===== src/rtl/ball_balance_pid_frame_assert.svh =====
// Assertion macros used by the ball balance PID frame controller RTL.
`ifndef BALL_BALANCE_PID_FRAME_ASSERT_SVH
`define BALL_BALANCE_PID_FRAME_ASSERT_SVH

// Consequent must hold in the same cycle as the antecedent.
`define BBPID_ASSERT_SAME(label, clk, rst, ante, cons, msg) \
   label: assert property (@(posedge clk) disable iff (rst) (ante) |-> (cons)) \
      else $error(msg);

// Consequent must hold in the cycle after the antecedent.
`define BBPID_ASSERT_NEXT(label, clk, rst, ante, cons, msg) \
   label: assert property (@(posedge clk) disable iff (rst) (ante) |=> (cons)) \
      else $error(msg);

`endif


===== src/rtl/bbpid_pkg.sv =====
// Package with widths, constants and command types of the ball balance PID frame block.
package bbpid_pkg;

   localparam int POS_FRAC_BITS  = 4;
   localparam int GAIN_FRAC_BITS = 8;
   localparam int TILT_SHIFT     = POS_FRAC_BITS + GAIN_FRAC_BITS;

   localparam int POS_W      = 14;
   localparam int DT_W       = 10;
   localparam int GAIN_W     = 16;
   localparam int LIMIT_W    = 14;
   localparam int CODE_W     = 15;
   localparam int BYTE_W     = 8;
   localparam int ERR_W      = 21;
   localparam int PERR_W     = 22;
   localparam int INTEG_W    = 40;
   localparam int INTEG_SPLIT = 20;
   localparam int ACC_W      = 58;
   localparam int MUL_A_W    = 24;
   localparam int MUL_B_W    = 17;
   localparam int PROD_W     = 41;
   localparam int DIV_BITS   = 22;
   localparam int DIV_CNT_W  = 5;
   localparam int U_W        = 17;
   localparam int REM_W      = 14;
   localparam int DIGIT_W    = 7;
   localparam int BYTE_IDX_W = 3;

   localparam int CSR_ADDR_W  = 2;
   localparam int CSR_DATA_W  = 16;
   localparam int REQ_DATA_W  = 40;
   localparam int RSP_DATA_W  = 24;

   localparam logic [CSR_ADDR_W-1:0] CSR_PROP_GAIN  = 2'd0;
   localparam logic [CSR_ADDR_W-1:0] CSR_INTEG_GAIN = 2'd1;
   localparam logic [CSR_ADDR_W-1:0] CSR_DERIV_GAIN = 2'd2;
   localparam logic [CSR_ADDR_W-1:0] CSR_TILT_LIMIT = 2'd3;

   localparam logic [GAIN_W-1:0]  PROP_GAIN_RESET  = 16'd1280;
   localparam logic [GAIN_W-1:0]  INTEG_GAIN_RESET = 16'd128;
   localparam logic [GAIN_W-1:0]  DERIV_GAIN_RESET = 16'd1280;
   localparam logic [LIMIT_W-1:0] TILT_LIMIT_RESET = 14'd3000;

   // Velocity scale 60 is built as 64 - 4, the setpoint scale 4 as a shift.
   localparam int SETPOINT_SHIFT = 2;
   localparam int VEL_SHIFT_HI   = 6;
   localparam int VEL_SHIFT_LO   = 2;

   localparam int TILT_OFFSET = 9000;
   localparam int TILT_MAX    = 9000;
   // The floored tilt is biased to a non-negative value before the divide by five.
   localparam int DIV5_BIAS   = (TILT_MAX + 2) * 5;
   localparam int CODE_BIAS   = DIV5_BIAS / 5 - TILT_OFFSET;
   localparam int RECIP5       = 52429;
   localparam int RECIP5_SHIFT = 18;
   localparam int RECIP100       = 10486;
   localparam int RECIP100_SHIFT = 20;
   localparam int DIGIT_BASE  = 100;
   localparam int HI_BASE     = 10000;

   localparam logic [BYTE_W-1:0] CMD_TILT   = 8'd1;
   localparam logic [BYTE_W-1:0] TERMINATOR = 8'hFF;

   localparam logic signed [INTEG_W-1:0] INTEG_MAX = {1'b0, {(INTEG_W-1){1'b1}}};
   localparam logic signed [INTEG_W-1:0] INTEG_MIN = {1'b1, {(INTEG_W-1){1'b0}}};

   localparam int MUL_SEL_W = 4;
   localparam logic [MUL_SEL_W-1:0] MUL_NONE      = 4'd0;
   localparam logic [MUL_SEL_W-1:0] MUL_ERR_DT    = 4'd1;
   localparam logic [MUL_SEL_W-1:0] MUL_PG_ERR    = 4'd2;
   localparam logic [MUL_SEL_W-1:0] MUL_IG_LO     = 4'd3;
   localparam logic [MUL_SEL_W-1:0] MUL_IG_HI     = 4'd4;
   localparam logic [MUL_SEL_W-1:0] MUL_DG_DERIV  = 4'd5;
   localparam logic [MUL_SEL_W-1:0] MUL_RECIP5    = 4'd6;
   localparam logic [MUL_SEL_W-1:0] MUL_RECIP100  = 4'd7;
   localparam logic [MUL_SEL_W-1:0] MUL_BASE100   = 4'd8;

   localparam int ACC_OP_W = 2;
   localparam logic [ACC_OP_W-1:0] ACC_HOLD   = 2'd0;
   localparam logic [ACC_OP_W-1:0] ACC_LOAD   = 2'd1;
   localparam logic [ACC_OP_W-1:0] ACC_ADD    = 2'd2;
   localparam logic [ACC_OP_W-1:0] ACC_ADD_HI = 2'd3;

   localparam logic [BYTE_IDX_W-1:0] BYTE_CMD  = 3'd0;
   localparam logic [BYTE_IDX_W-1:0] BYTE_HI   = 3'd1;
   localparam logic [BYTE_IDX_W-1:0] BYTE_MID  = 3'd2;
   localparam logic [BYTE_IDX_W-1:0] BYTE_LO   = 3'd3;
   localparam logic [BYTE_IDX_W-1:0] BYTE_TERM = 3'd4;

   typedef struct packed {
      logic                  load;
      logic                  div_init;
      logic                  div_step;
      logic                  integ_upd;
      logic [MUL_SEL_W-1:0]  mul_sel;
      logic [ACC_OP_W-1:0]   acc_op;
      logic                  clamp;
      logic                  code_set;
      logic                  split;
      logic                  mid_set;
      logic                  lo_set;
      logic [BYTE_IDX_W-1:0] byte_idx;
   } bbpid_cmd_type;

endpackage


===== src/rtl/bbpid_datapath.sv =====
// Datapath of the ball balance PID frame block: registers, shared multiplier, divider, digits.
module bbpid_datapath (
   input  logic                             clock,
   input  logic                             reset,
   input  logic                             csr_we,
   input  logic [bbpid_pkg::CSR_ADDR_W-1:0] csr_addr,
   input  logic [bbpid_pkg::CSR_DATA_W-1:0] csr_wdata,
   input  logic [bbpid_pkg::REQ_DATA_W-1:0] req_tdata,
   input  bbpid_pkg::bbpid_cmd_type         cmd,
   output logic [bbpid_pkg::RSP_DATA_W-1:0] rsp_tdata
);
   import bbpid_pkg::*;

   logic [GAIN_W-1:0]  prop_gain_ff;
   logic [GAIN_W-1:0]  integ_gain_ff;
   logic [GAIN_W-1:0]  deriv_gain_ff;
   logic [LIMIT_W-1:0] tilt_limit_ff;

   logic [POS_W-1:0]          prev_pos_ff;
   logic signed [PERR_W-1:0]  prev_err_ff;
   logic signed [INTEG_W-1:0] integ_ff;
   logic signed [INTEG_W-1:0] integ_in;

   logic [POS_W-1:0]          ball_pos;
   logic [POS_W-1:0]          target_pos;
   logic [DT_W-1:0]           dt_ms;
   logic [DT_W-1:0]           dt_ff;
   logic signed [PERR_W-1:0]  sp_diff;
   logic signed [PERR_W-1:0]  mv_diff;
   logic signed [PERR_W-1:0]  err_wide;
   logic signed [ERR_W-1:0]   err_ff;

   logic signed [MUL_A_W-1:0] mul_a;
   logic signed [MUL_B_W-1:0] mul_b;
   logic signed [PROD_W-1:0]  prod_in;
   logic signed [PROD_W-1:0]  prod_ff;
   logic signed [ACC_W-1:0]   prod_acc;
   logic signed [ACC_W-1:0]   acc_in;
   logic signed [ACC_W-1:0]   acc_ff;
   logic signed [INTEG_W:0]   integ_sum;

   logic signed [PERR_W-1:0]  div_diff;
   logic [PERR_W-1:0]         div_num_ff;
   logic [PERR_W-1:0]         div_num_in;
   logic [DT_W-1:0]           div_rem_ff;
   logic [DT_W-1:0]           div_rem_in;
   logic                      div_neg_ff;
   logic [DT_W:0]             div_trial;
   logic                      div_ge;
   logic signed [PERR_W-1:0]  deriv;

   logic [LIMIT_W-1:0]        lim;
   logic [LIMIT_W-1:0]        lim_ff;
   logic [U_W-1:0]            lim5;
   logic signed [ACC_W-1:0]   hi_th;
   logic signed [ACC_W-1:0]   lo_th;
   logic signed [U_W-1:0]     tilt_x;
   logic signed [U_W:0]       u_wide;
   logic [U_W-1:0]            u_ff;
   logic                      over_ff;
   logic                      under_ff;

   logic [CODE_W-1:0]         quot5;
   logic [CODE_W-1:0]         code_in;
   logic [CODE_W-1:0]         code_ff;
   logic                      hi_in;
   logic                      hi_ff;
   logic [REM_W-1:0]          rem_in;
   logic [REM_W-1:0]          rem_ff;
   logic [DIGIT_W-1:0]        mid_ff;
   logic [DIGIT_W-1:0]        lo_ff;
   logic [BYTE_W-1:0]         tx_byte;

   assign ball_pos   = req_tdata[POS_W-1:0];
   assign target_pos = req_tdata[2*POS_W-1:POS_W];
   assign dt_ms      = req_tdata[2*POS_W+DT_W-1:2*POS_W];

   always_ff @(posedge clock) begin
      if (reset) begin
         prop_gain_ff  <= PROP_GAIN_RESET;
         integ_gain_ff <= INTEG_GAIN_RESET;
         deriv_gain_ff <= DERIV_GAIN_RESET;
         tilt_limit_ff <= TILT_LIMIT_RESET;
      end else if (csr_we) begin
         case (csr_addr)
            CSR_PROP_GAIN:  prop_gain_ff  <= csr_wdata;
            CSR_INTEG_GAIN: integ_gain_ff <= csr_wdata;
            CSR_DERIV_GAIN: deriv_gain_ff <= csr_wdata;
            CSR_TILT_LIMIT: tilt_limit_ff <= csr_wdata[LIMIT_W-1:0];
            default: ;
         endcase
      end
   end

   // Error is the setpoint error scaled by 4 minus the velocity scaled by 60, both in position units.
   always_comb begin
      sp_diff  = $signed(PERR_W'(target_pos)) - $signed(PERR_W'(ball_pos));
      mv_diff  = $signed(PERR_W'(ball_pos)) - $signed(PERR_W'(prev_pos_ff));
      err_wide = (sp_diff <<< SETPOINT_SHIFT)
               - ((mv_diff <<< VEL_SHIFT_HI) - (mv_diff <<< VEL_SHIFT_LO));
   end

   always_comb begin
      case (cmd.mul_sel)
         MUL_ERR_DT: begin
            mul_a = MUL_A_W'(err_ff);
            mul_b = $signed(MUL_B_W'(dt_ff));
         end
         MUL_PG_ERR: begin
            mul_a = MUL_A_W'(err_ff);
            mul_b = $signed(MUL_B_W'(prop_gain_ff));
         end
         MUL_IG_LO: begin
            mul_a = $signed(MUL_A_W'(integ_ff[INTEG_SPLIT-1:0]));
            mul_b = $signed(MUL_B_W'(integ_gain_ff));
         end
         MUL_IG_HI: begin
            mul_a = MUL_A_W'($signed(integ_ff[INTEG_W-1:INTEG_SPLIT]));
            mul_b = $signed(MUL_B_W'(integ_gain_ff));
         end
         MUL_DG_DERIV: begin
            mul_a = MUL_A_W'(deriv);
            mul_b = $signed(MUL_B_W'(deriv_gain_ff));
         end
         MUL_RECIP5: begin
            mul_a = $signed(MUL_A_W'(u_ff));
            mul_b = $signed(MUL_B_W'(RECIP5));
         end
         MUL_RECIP100: begin
            mul_a = $signed(MUL_A_W'(rem_ff));
            mul_b = $signed(MUL_B_W'(RECIP100));
         end
         MUL_BASE100: begin
            mul_a = $signed(MUL_A_W'(mid_ff));
            mul_b = $signed(MUL_B_W'(DIGIT_BASE));
         end
         default: begin
            mul_a = '0;
            mul_b = '0;
         end
      endcase
   end

   assign prod_in  = PROD_W'(mul_a) * PROD_W'(mul_b);
   assign prod_acc = ACC_W'(prod_ff);

   always_comb begin
      case (cmd.acc_op)
         ACC_LOAD:   acc_in = prod_acc;
         ACC_ADD:    acc_in = acc_ff + prod_acc;
         ACC_ADD_HI: acc_in = acc_ff + (prod_acc <<< INTEG_SPLIT);
         default:    acc_in = acc_ff;
      endcase
   end

   always_comb begin
      integ_sum = (INTEG_W+1)'(integ_ff) + (INTEG_W+1)'(prod_ff);
      if (integ_gain_ff == '0) begin
         integ_in = '0;
      end else if (integ_sum[INTEG_W] != integ_sum[INTEG_W-1]) begin
         integ_in = integ_sum[INTEG_W] ? INTEG_MIN : INTEG_MAX;
      end else begin
         integ_in = integ_sum[INTEG_W-1:0];
      end
   end

   // Restoring divider, one quotient bit per step; the quotient replaces the numerator.
   always_comb begin
      div_diff   = PERR_W'(err_ff) - prev_err_ff;
      div_trial  = {div_rem_ff, div_num_ff[PERR_W-1]};
      div_ge     = div_trial >= (DT_W+1)'(dt_ff);
      div_rem_in = div_ge ? DT_W'(div_trial - (DT_W+1)'(dt_ff)) : div_trial[DT_W-1:0];
      div_num_in = {div_num_ff[PERR_W-2:0], div_ge};
      deriv      = div_neg_ff ? -$signed(div_num_ff) : $signed(div_num_ff);
   end

   // Beyond the clamp thresholds the tilt saturates; inside them the floored tilt is
   // the shifted output divided by five.
   always_comb begin
      lim    = (tilt_limit_ff > LIMIT_W'(TILT_MAX)) ? LIMIT_W'(TILT_MAX) : tilt_limit_ff;
      lim5   = (U_W'(lim) << 2) + U_W'(lim);
      hi_th  = $signed(ACC_W'(lim5 + U_W'(5))) <<< TILT_SHIFT;
      lo_th  = -($signed(ACC_W'(lim5)) <<< TILT_SHIFT);
      tilt_x = acc_ff[TILT_SHIFT+U_W-1:TILT_SHIFT];
      u_wide = (U_W+1)'(tilt_x) + (U_W+1)'(DIV5_BIAS);
   end

   always_comb begin
      quot5 = prod_ff[RECIP5_SHIFT+CODE_W-1:RECIP5_SHIFT];
      if (over_ff) begin
         code_in = CODE_W'(TILT_OFFSET) + CODE_W'(lim_ff);
      end else if (under_ff) begin
         code_in = CODE_W'(TILT_OFFSET) - CODE_W'(lim_ff);
      end else begin
         code_in = quot5 - CODE_W'(CODE_BIAS);
      end
      hi_in  = code_ff >= CODE_W'(HI_BASE);
      rem_in = hi_in ? REM_W'(code_ff - CODE_W'(HI_BASE)) : REM_W'(code_ff);
   end

   always_ff @(posedge clock) begin
      if (reset) begin
         prev_pos_ff <= '0;
         prev_err_ff <= '0;
         integ_ff    <= '0;
      end else begin
         if (cmd.load) begin
            prev_pos_ff <= ball_pos;
         end
         if (cmd.div_init) begin
            prev_err_ff <= PERR_W'(err_ff);
         end
         if (cmd.integ_upd) begin
            integ_ff <= integ_in;
         end
      end
   end

   always_ff @(posedge clock) begin
      if (cmd.load) begin
         err_ff <= err_wide[ERR_W-1:0];
         dt_ff  <= (dt_ms == '0) ? DT_W'(1) : dt_ms;
      end
      if (cmd.mul_sel != MUL_NONE) begin
         prod_ff <= prod_in;
      end
      acc_ff <= acc_in;
      if (cmd.div_init) begin
         div_neg_ff <= div_diff[PERR_W-1];
         div_num_ff <= div_diff[PERR_W-1] ? PERR_W'(-div_diff) : PERR_W'(div_diff);
         div_rem_ff <= '0;
      end else if (cmd.div_step) begin
         div_num_ff <= div_num_in;
         div_rem_ff <= div_rem_in;
      end
      if (cmd.clamp) begin
         lim_ff   <= lim;
         over_ff  <= acc_ff >= hi_th;
         under_ff <= acc_ff < lo_th;
         u_ff     <= u_wide[U_W-1:0];
      end
      if (cmd.code_set) begin
         code_ff <= code_in;
      end
      if (cmd.split) begin
         hi_ff  <= hi_in;
         rem_ff <= rem_in;
      end
      if (cmd.mid_set) begin
         mid_ff <= prod_ff[RECIP100_SHIFT+DIGIT_W-1:RECIP100_SHIFT];
      end
      if (cmd.lo_set) begin
         lo_ff <= DIGIT_W'(rem_ff - prod_ff[REM_W-1:0]);
      end
   end

   always_comb begin
      case (cmd.byte_idx)
         BYTE_CMD: tx_byte = CMD_TILT;
         BYTE_HI:  tx_byte = BYTE_W'(hi_ff);
         BYTE_MID: tx_byte = BYTE_W'(mid_ff);
         BYTE_LO:  tx_byte = BYTE_W'(lo_ff);
         default:  tx_byte = TERMINATOR;
      endcase
   end

   assign rsp_tdata = {1'b0, code_ff, tx_byte};

endmodule


===== src/rtl/bbpid_ctrl.sv =====
// Controller state machine of the ball balance PID frame block.
`include "ball_balance_pid_frame_assert.svh"

module bbpid_ctrl (
   input  logic                     clock,
   input  logic                     reset,
   input  logic                     req_tvalid,
   input  logic                     req_detected,
   output logic                     req_tready,
   output logic                     rsp_tvalid,
   input  logic                     rsp_tready,
   output logic                     rsp_tlast,
   output bbpid_pkg::bbpid_cmd_type cmd
);
   import bbpid_pkg::*;

   localparam int STATE_W = 5;
   localparam logic [STATE_W-1:0] S_IDLE   = 5'd0;
   localparam logic [STATE_W-1:0] S_PREP   = 5'd1;
   localparam logic [STATE_W-1:0] S_INTEG  = 5'd2;
   localparam logic [STATE_W-1:0] S_ACC0   = 5'd3;
   localparam logic [STATE_W-1:0] S_ACC1   = 5'd4;
   localparam logic [STATE_W-1:0] S_ACC2   = 5'd5;
   localparam logic [STATE_W-1:0] S_DIV    = 5'd6;
   localparam logic [STATE_W-1:0] S_DMUL   = 5'd7;
   localparam logic [STATE_W-1:0] S_ACC3   = 5'd8;
   localparam logic [STATE_W-1:0] S_CLAMP  = 5'd9;
   localparam logic [STATE_W-1:0] S_RECIP  = 5'd10;
   localparam logic [STATE_W-1:0] S_CODE   = 5'd11;
   localparam logic [STATE_W-1:0] S_SPLIT  = 5'd12;
   localparam logic [STATE_W-1:0] S_MULMID = 5'd13;
   localparam logic [STATE_W-1:0] S_MID    = 5'd14;
   localparam logic [STATE_W-1:0] S_MULLO  = 5'd15;
   localparam logic [STATE_W-1:0] S_LO     = 5'd16;
   localparam logic [STATE_W-1:0] S_SEND   = 5'd17;

   logic [STATE_W-1:0]    state_ff;
   logic [STATE_W-1:0]    state_in;
   logic [DIV_CNT_W-1:0]  div_cnt_ff;
   logic [DIV_CNT_W-1:0]  div_cnt_in;
   logic [BYTE_IDX_W-1:0] byte_idx_ff;
   logic [BYTE_IDX_W-1:0] byte_idx_in;
   logic                  req_accept;
   logic                  rsp_accept;

   assign req_tready = state_ff == S_IDLE;
   assign rsp_tvalid = state_ff == S_SEND;
   assign rsp_tlast  = rsp_tvalid && (byte_idx_ff == BYTE_TERM);
   assign req_accept = req_tvalid && req_tready;
   assign rsp_accept = rsp_tvalid && rsp_tready;

   always_comb begin
      state_in     = state_ff;
      div_cnt_in   = div_cnt_ff;
      byte_idx_in  = byte_idx_ff;
      cmd          = '0;
      cmd.mul_sel  = MUL_NONE;
      cmd.acc_op   = ACC_HOLD;
      cmd.byte_idx = byte_idx_ff;
      case (state_ff)
         S_IDLE: begin
            if (req_accept && req_detected) begin
               cmd.load = 1'b1;
               state_in = S_PREP;
            end
         end
         S_PREP: begin
            cmd.div_init = 1'b1;
            cmd.mul_sel  = MUL_ERR_DT;
            div_cnt_in   = '0;
            state_in     = S_INTEG;
         end
         S_INTEG: begin
            cmd.integ_upd = 1'b1;
            cmd.mul_sel   = MUL_PG_ERR;
            state_in      = S_ACC0;
         end
         S_ACC0: begin
            cmd.acc_op  = ACC_LOAD;
            cmd.mul_sel = MUL_IG_LO;
            state_in    = S_ACC1;
         end
         S_ACC1: begin
            cmd.acc_op  = ACC_ADD;
            cmd.mul_sel = MUL_IG_HI;
            state_in    = S_ACC2;
         end
         S_ACC2: begin
            cmd.acc_op = ACC_ADD_HI;
            state_in   = S_DIV;
         end
         S_DIV: begin
            cmd.div_step = 1'b1;
            div_cnt_in   = div_cnt_ff + DIV_CNT_W'(1);
            if (div_cnt_ff == DIV_CNT_W'(DIV_BITS - 1)) begin
               state_in = S_DMUL;
            end
         end
         S_DMUL: begin
            cmd.mul_sel = MUL_DG_DERIV;
            state_in    = S_ACC3;
         end
         S_ACC3: begin
            cmd.acc_op = ACC_ADD;
            state_in   = S_CLAMP;
         end
         S_CLAMP: begin
            cmd.clamp = 1'b1;
            state_in  = S_RECIP;
         end
         S_RECIP: begin
            cmd.mul_sel = MUL_RECIP5;
            state_in    = S_CODE;
         end
         S_CODE: begin
            cmd.code_set = 1'b1;
            state_in     = S_SPLIT;
         end
         S_SPLIT: begin
            cmd.split = 1'b1;
            state_in  = S_MULMID;
         end
         S_MULMID: begin
            cmd.mul_sel = MUL_RECIP100;
            state_in    = S_MID;
         end
         S_MID: begin
            cmd.mid_set = 1'b1;
            state_in    = S_MULLO;
         end
         S_MULLO: begin
            cmd.mul_sel = MUL_BASE100;
            state_in    = S_LO;
         end
         S_LO: begin
            cmd.lo_set  = 1'b1;
            byte_idx_in = BYTE_CMD;
            state_in    = S_SEND;
         end
         S_SEND: begin
            if (rsp_accept) begin
               if (byte_idx_ff == BYTE_TERM) begin
                  byte_idx_in = BYTE_CMD;
                  state_in    = S_IDLE;
               end else begin
                  byte_idx_in = byte_idx_ff + BYTE_IDX_W'(1);
               end
            end
         end
         default: begin
            state_in = S_IDLE;
         end
      endcase
   end

   always_ff @(posedge clock) begin
      if (reset) begin
         state_ff    <= S_IDLE;
         div_cnt_ff  <= '0;
         byte_idx_ff <= BYTE_CMD;
      end else begin
         state_ff    <= state_in;
         div_cnt_ff  <= div_cnt_in;
         byte_idx_ff <= byte_idx_in;
      end
   end

   `BBPID_ASSERT_SAME(a_one_at_a_time, clock, reset, rsp_tvalid, !req_tready, "input taken while a frame is being sent")
   `BBPID_ASSERT_NEXT(a_detected_starts, clock, reset, req_accept && req_detected, state_ff == S_PREP, "detected transaction did not start the computation")
   `BBPID_ASSERT_NEXT(a_undetected_ignored, clock, reset, req_accept && !req_detected, state_ff == S_IDLE, "undetected transaction was not ignored")
   `BBPID_ASSERT_NEXT(a_last_returns_idle, clock, reset, rsp_accept && rsp_tlast, state_ff == S_IDLE, "controller did not return to idle after the terminator")

endmodule


===== src/rtl/ball_balance_pid_frame.sv =====
// Top level of the ball balance PID frame block.
// Each request transaction carries one camera frame; frames with detected low are taken and
// give nothing. A detected frame runs a cascaded PID step on one shared multiplier and
// accumulator and then sends five response transactions: 1, the three base-100 digits of the
// tilt code (tilt plus 9000 centidegrees), and 0xFF with tlast high. The derivative term is
// formed by a one-bit-per-cycle divider. A new frame is taken only once the terminator byte
// has been accepted. Configuration writes take effect at once and are meant for idle periods.
module ball_balance_pid_frame (
   input  logic                             clock,
   input  logic                             reset,
   input  logic                             req_tvalid,
   output logic                             req_tready,
   // ball_pos[13:0], target_pos[27:14], dt_ms[37:28], zero padding[39:38].
   input  logic [bbpid_pkg::REQ_DATA_W-1:0] req_tdata,
   // detected[0].
   input  logic                             req_tuser,
   output logic                             rsp_tvalid,
   input  logic                             rsp_tready,
   // tx_byte[7:0], angle_code[22:8], zero padding[23].
   output logic [bbpid_pkg::RSP_DATA_W-1:0] rsp_tdata,
   output logic                             rsp_tlast,
   input  logic                             csr_we,
   input  logic [bbpid_pkg::CSR_ADDR_W-1:0] csr_addr,
   input  logic [bbpid_pkg::CSR_DATA_W-1:0] csr_wdata
);
   import bbpid_pkg::*;

   bbpid_cmd_type cmd;

   bbpid_ctrl u_ctrl (
      .clock        (clock),
      .reset        (reset),
      .req_tvalid   (req_tvalid),
      .req_detected (req_tuser),
      .req_tready   (req_tready),
      .rsp_tvalid   (rsp_tvalid),
      .rsp_tready   (rsp_tready),
      .rsp_tlast    (rsp_tlast),
      .cmd          (cmd)
   );

   bbpid_datapath u_datapath (
      .clock     (clock),
      .reset     (reset),
      .csr_we    (csr_we),
      .csr_addr  (csr_addr),
      .csr_wdata (csr_wdata),
      .req_tdata (req_tdata),
      .cmd       (cmd),
      .rsp_tdata (rsp_tdata)
   );

endmodule


===== config.mk =====
export PLATFORM = sky130hd
export DESIGN_NAME = ball_balance_pid_frame
export DESIGN_NICKNAME = d
export VERILOG_FILES = /design/src/rtl/bbpid_pkg.sv /design/src/rtl/bbpid_datapath.sv /design/src/rtl/bbpid_ctrl.sv /design/src/rtl/ball_balance_pid_frame.sv
export VERILOG_INCLUDE_DIRS = /design/src /design/src/rtl
export SDC_FILE = /design/constraint.sdc
export NUM_CORES = 2
export LEC_CHECK = 0
export BUFFER_PORTS_ARGS = -buffer_cell sky130_fd_sc_hd__buf_4
export CAP_MARGIN = 0
export CORE_MARGIN = 4
export CORE_UTILIZATION = 40
export CTS_BUF_LIST = sky130_fd_sc_hd__clkbuf_16
export CTS_CLUSTER_DIAMETER = 80
export DETAILED_ROUTE_END_ITERATION = 10
export PLACE_DENSITY = 0.6
export SYNTH_ARGS = -nofsm -noshare
export SYNTH_HDL_FRONTEND = slang
export SYNTH_HIERARCHICAL = 1
export SYNTH_SLANG_ARGS = --single-unit

===== constraint.sdc =====
create_clock -name clock -period 7.95 [get_ports clock]
set_input_delay 0.3975 -clock clock [delete_from_list [all_inputs] [get_ports clock]]
set_output_delay 0.3975 -clock clock [all_outputs]
set_load 0.03 [all_outputs]

==> Flow_metrics.wiki <==
{| class="wikitable"
! Metric !! Value
|-
| Starting density of the core || about 40%
|-
| Fraction of final layout cells with drive strength greater than 1 || around 15%
|-
| Critical Setup Path Class || reg2reg
|-
| Highest-utilization routing layer at the global route stage || met2
|-
| Port-buffer cells || 87
|-
| Result of the run || finished, violations left
|-
| Number of H-tree branching levels || 2
|-
| Final estimated routing congestion in global placement || between 0.9 and 1
|-
| Type of element capturing the critical path || flop
|-
| Placement Cell Area || around 0.050 mm²
|-
| Seq cells post-synth || approximately 390
|-
| Row count || between 100 and 150
|-
| Count of flip-flops with a built-in enable after synthesis || ~230
|-
| Hold Crit Class || in2reg
|-
| Wire length of the first global-routing pass || ~230000 µm
|-
| Leak Pwr || between 0.02 and 0.025 µW
|-
| Clock latency of the later-clocked register in the worst-skew pair || ~650 ps
|-
| Arrival time worst endpoint || 8450 ps
|-
| Mean instance size in the synthesized netlist || around 8.6 µm²
|-
| Highest clock rate || 124 MHz
|-
| Unrepaired setup endpoints after global routing || yes
|-
| Fraction of the yosys area taken by sequential cells || roughly 22%
|-
| Tightest slew margin relative to the limit || between 20% and 30%
|-
| Max Buffers Root-to-Sink || 3
|-
| Total routing usage reported by global routing || about a quarter
|-
| Maximum fanout count along the critical path || 9
|-
| Vias in the first global route || roughly 40000
|-
| Clock transition at the register clock pins on the worst setup and hold paths after CTS || ~60 ps
|-
| Nature of the critical path startpoint || flop
|-
| Final-report hold violation count || 0
|-
| Net count reported at finish || roughly 6500
|-
| Area taken by multi-input logic gates || around 0.033 mm²
|-
| Routed wire length || roughly 150000 µm
|-
| Number of antenna violations at the first check in global routing || 0
|-
| Post-route antenna net violation count || 0
|-
| Number of stages on the worst hold path || 3
|-
| Avg Vias per Cell || around 5.5
|-
| Pin count of the biggest net entering global routing || slightly below 70
|-
| Finished Core Util || a little under half
|-
| Final critical-path share of the clock period || 101%
|-
| Number of violations reported at the end of detailed-routing iteration 0 || around 3100
|-
| Post-Synthesis Cell Area || roughly 0.046 mm²
|-
| MaxCap Viol Count || 0
|-
| Violations in the final reports || setup timing
|-
| Cell repeated most along the worst path || sky130_fd_sc_hd__fa_1
|-
| TritonCTS buffer count || 50
|-
| Final Max Tran Viols || 0
|-
| Asr flop ratio synth || 0%
|-
| Number of sinks on the clock net || between 300 and 400
|-
| Post-detailed-route wirelength per cell || just over 20 µm
|-
| Finish-stage setup viols || 8
|-
| Layout Cell Area excl Fill || roughly 0.053 mm²
|-
| Die span in y || roughly 350 µm
|-
| Met3 demand-to-capacity share in global routing || 3.40%
|-
| Fillcell total || roughly 11000
|-
| Worst setup slack after placement || -545 ps
|-
| Power per standard cell area || 199 mW/mm²
|-
| Estimated wirelength of the detail-placed design || approximately 120000 µm
|-
| Number of instances in the synthesized netlist || roughly 5300
|-
| Met1 routing resource usage after global routing || roughly a third
|-
| Global Route met2 Usage || around 40%
|-
| Worst setup slack after layout || -104 ps
|-
| Via count || 39900
|-
| Depth of the most critical reg-to-reg path || 31
|-
| Number of different library cells in the post-synthesis netlist || approximately 120
|-
| Syn-to-layout area delta || 16.8%
|-
| # diodes || 0
|-
| Standard cell with the maximum stage delay on the critical path || sky130_fd_sc_hd__fa_2
|-
| Transition time of the tightest slew-check pin || 1190 ps
|-
| Synth warnings || 6
|-
| I/O pin count || ~90
|-
| Total DRC errors in the routed layout || 0
|-
| Area of the die || between 0.1 and 0.15 mm²
|-
| Number of optimization iterations in the first detailed-route pass || 6
|-
| Primary flip-flop cell chosen by synthesis mapping || sky130_fd_sc_hd__edfxtp_1
|-
| Crit-path max cell delay || 600 ps
|-
| Root Buffer || sky130_fd_sc_hd__clkbuf_16
|-
| X dimension of the die || between 300 and 400 µm
|-
| Highest ir drop seen on vdd || about 190 µV
|-
| Core area || 0.113 mm²
|-
| Time the worst path needs with I/O delays and setup || between 8000 and 9000 ps
|-
| GR Overflow Total || 0
|-
| Required @ worst endpoint || 8350 ps
|-
| Post-Route Skew || 48.5 ps
|-
| CTS tree || done
|-
| Footprint of the flip-flops and latches || 0.0100 mm²
|}
[state kept, by name (all words and copies together), names as in the netlist, 16 cells and up]
signal,cells
u_datapath/prod_ff,41
u_datapath/integ_gain_ff,16
u_datapath/prop_gain_ff,16
u_datapath/integ_ff,40
u_datapath/acc_ff,58
u_datapath/prev_err_ff,19
u_datapath/div_num_ff,22
u_datapath/deriv_gain_ff,16
u_datapath/err_ff,19
u_datapath/u_ff,17
[cells by family (layout without fill, tap and decap cells)]
group                    after synthesis  in the layout  share of synthesized area [%]
adder cells (fa/ha/maj)              797            797                           28.1
AND/OR/NAND/NOR                     1600           1600                           16.6
multiplexers                          64             64                           1.43
AO/OA/AOI/OAI                       1262           1262                           17.9
flip-flops                           386            386                           22.0
other                                  2              3                         0.0165
buffers and inverters                874           1271                           7.62
XOR/XNOR                             326            326                           6.31
[per-layer routing]
layer	wire length, µm	part of all wire [%]
met3	8930	6.1
met5	0	0
met2	67800	46
met4	6920	4.7
met1	63800	43
[synthesized netlist by cell type, drive strengths merged (46+ instances only)]
library cell  instances  share of area, %
a21o                142               2.3
a21oi               425               4.7
a22oi                81               1.3
buf                  46              0.62
clkbuf              177               1.6
dfxtp               158               6.9
edfxtp              228                15
fa                  379                17
ha                  415                11
inv                 650               5.4
mux2i                56               1.2
nand2               590               4.9
nand3                77              0.85
nor2                455               3.9
nor2b                63              0.87
nor3                 95               1.2
o21ai               236               2.6
xnor2               190               3.7
xor2                136               2.6
[placed cells by master, fill, tap and decap left out, types with 16 or more instances in the layout]
cell type	synthesis	final
sky130_fd_sc_hd__a211oi_1	44	42
sky130_fd_sc_hd__a21o_1	142	142
sky130_fd_sc_hd__a21oi_1	421	395
sky130_fd_sc_hd__a21oi_2	3	25
sky130_fd_sc_hd__a222oi_1	16	16
sky130_fd_sc_hd__a22oi_1	81	75
sky130_fd_sc_hd__a31oi_1	29	28
sky130_fd_sc_hd__and2_1	24	23
sky130_fd_sc_hd__and3_1	30	29
sky130_fd_sc_hd__buf_4	9	482
sky130_fd_sc_hd__buf_6	4	19
sky130_fd_sc_hd__clkbuf_16	0	52
sky130_fd_sc_hd__dfxtp_1	158	154
sky130_fd_sc_hd__edfxtp_1	228	228
sky130_fd_sc_hd__fa_1	379	372
sky130_fd_sc_hd__ha_1	415	393
sky130_fd_sc_hd__ha_4	0	19
sky130_fd_sc_hd__inv_1	650	637
sky130_fd_sc_hd__inv_2	0	19
sky130_fd_sc_hd__mux2i_1	56	56
sky130_fd_sc_hd__nand2_1	589	579
sky130_fd_sc_hd__nand2b_1	43	40
sky130_fd_sc_hd__nand3_1	77	76
sky130_fd_sc_hd__nand3b_1	25	25
sky130_fd_sc_hd__nand4_1	43	43
sky130_fd_sc_hd__nor2_1	442	432
sky130_fd_sc_hd__nor2b_1	63	58
sky130_fd_sc_hd__nor3_1	85	80
sky130_fd_sc_hd__nor4_1	35	34
sky130_fd_sc_hd__o211ai_1	28	28
sky130_fd_sc_hd__o21a_1	41	35
sky130_fd_sc_hd__o21ai_0	222	210
sky130_fd_sc_hd__o21ai_1	13	19
sky130_fd_sc_hd__o21bai_1	30	29
sky130_fd_sc_hd__o31ai_1	20	20
sky130_fd_sc_hd__or3_1	18	18
sky130_fd_sc_hd__xnor2_1	189	187
sky130_fd_sc_hd__xor2_1	136	135
[stage by stage]
stage | setup TNS, ps | hold slack (ps) | total power (µW) | cells
finish | -497 | 45.4 | 10600 | 7209
global placement | -5370 | 444 | 8030 | 7047
floorplan | -305 | 432 | 6430 | 5312
global route | -4440 | 39.8 | 11400 | 7209
detailed placement | -7270 | 452 | 8080 | 7047
CTS | -597 | 11.5 | 10500 | 7180
[area by class of cell]
cell class | instances | share of cell area (%)
multi-input combinational | 4052 | 61.9
sequential | 386 | 18.8
timing repair buffer | 527 | 7.96
inverter | 651 | 4.60
tap | 1500 | 3.53
clock buffer | 52 | 2.45
clock inverter | 41 | 0.722
[critical path: cells and delay by family (launching register included)]
kind / cells / cell delay (ps)
flip-flops: 1 / 380
XOR/XNOR: 2 / 310
buffers and inverters: 6 / 620
AO/OA/AOI/OAI: 4 / 630
adder cells (fa/ha/maj): 7 / 3550
AND/OR/NAND/NOR: 12 / 2320
[worst paths after layout]
path / startpoint / to / slack, ps
max reg2reg: u_datapath/div_num_ff[7]$_DFFE_PP_ / u_datapath/prod_ff[38]$_DFFE_PP_ / -100
max: u_datapath/div_num_ff[7]$_DFFE_PP_ / u_datapath/prod_ff[38]$_DFFE_PP_ / -100
min reg2reg: u_datapath/prop_gain_ff[7]$_SDFFE_PP0P_ / u_datapath/prop_gain_ff[7]$_SDFFE_PP0P_ / 460
min: req_tdata[2] / u_datapath/prev_pos_ff[2]$_SDFFE_PP0P_ / 50
[repair_timing]
item | CTS | global route
pin swaps | 31 | 126
endpoints found under the hold margin | 9 | 0
resized for setup | 64 | 123
buffers inserted | 30 | 34
hold buffers | 9 | 0
cloned | 1 | 1
setup endpoints to repair | 22 | 23
[where the power goes]
part / total, µW / switching (µW) / leakage (µW) / internal (µW)
Clock: 2330 / 994 / 0.000847 / 1340
Sequential: 2760 / 351 / 0.00339 / 2410
Combinational: 5520 / 3230 / 0.0195 / 2290
Total: 10600 / 4580 / 0.0237 / 6040
Power figures use the tool's default switching activity.
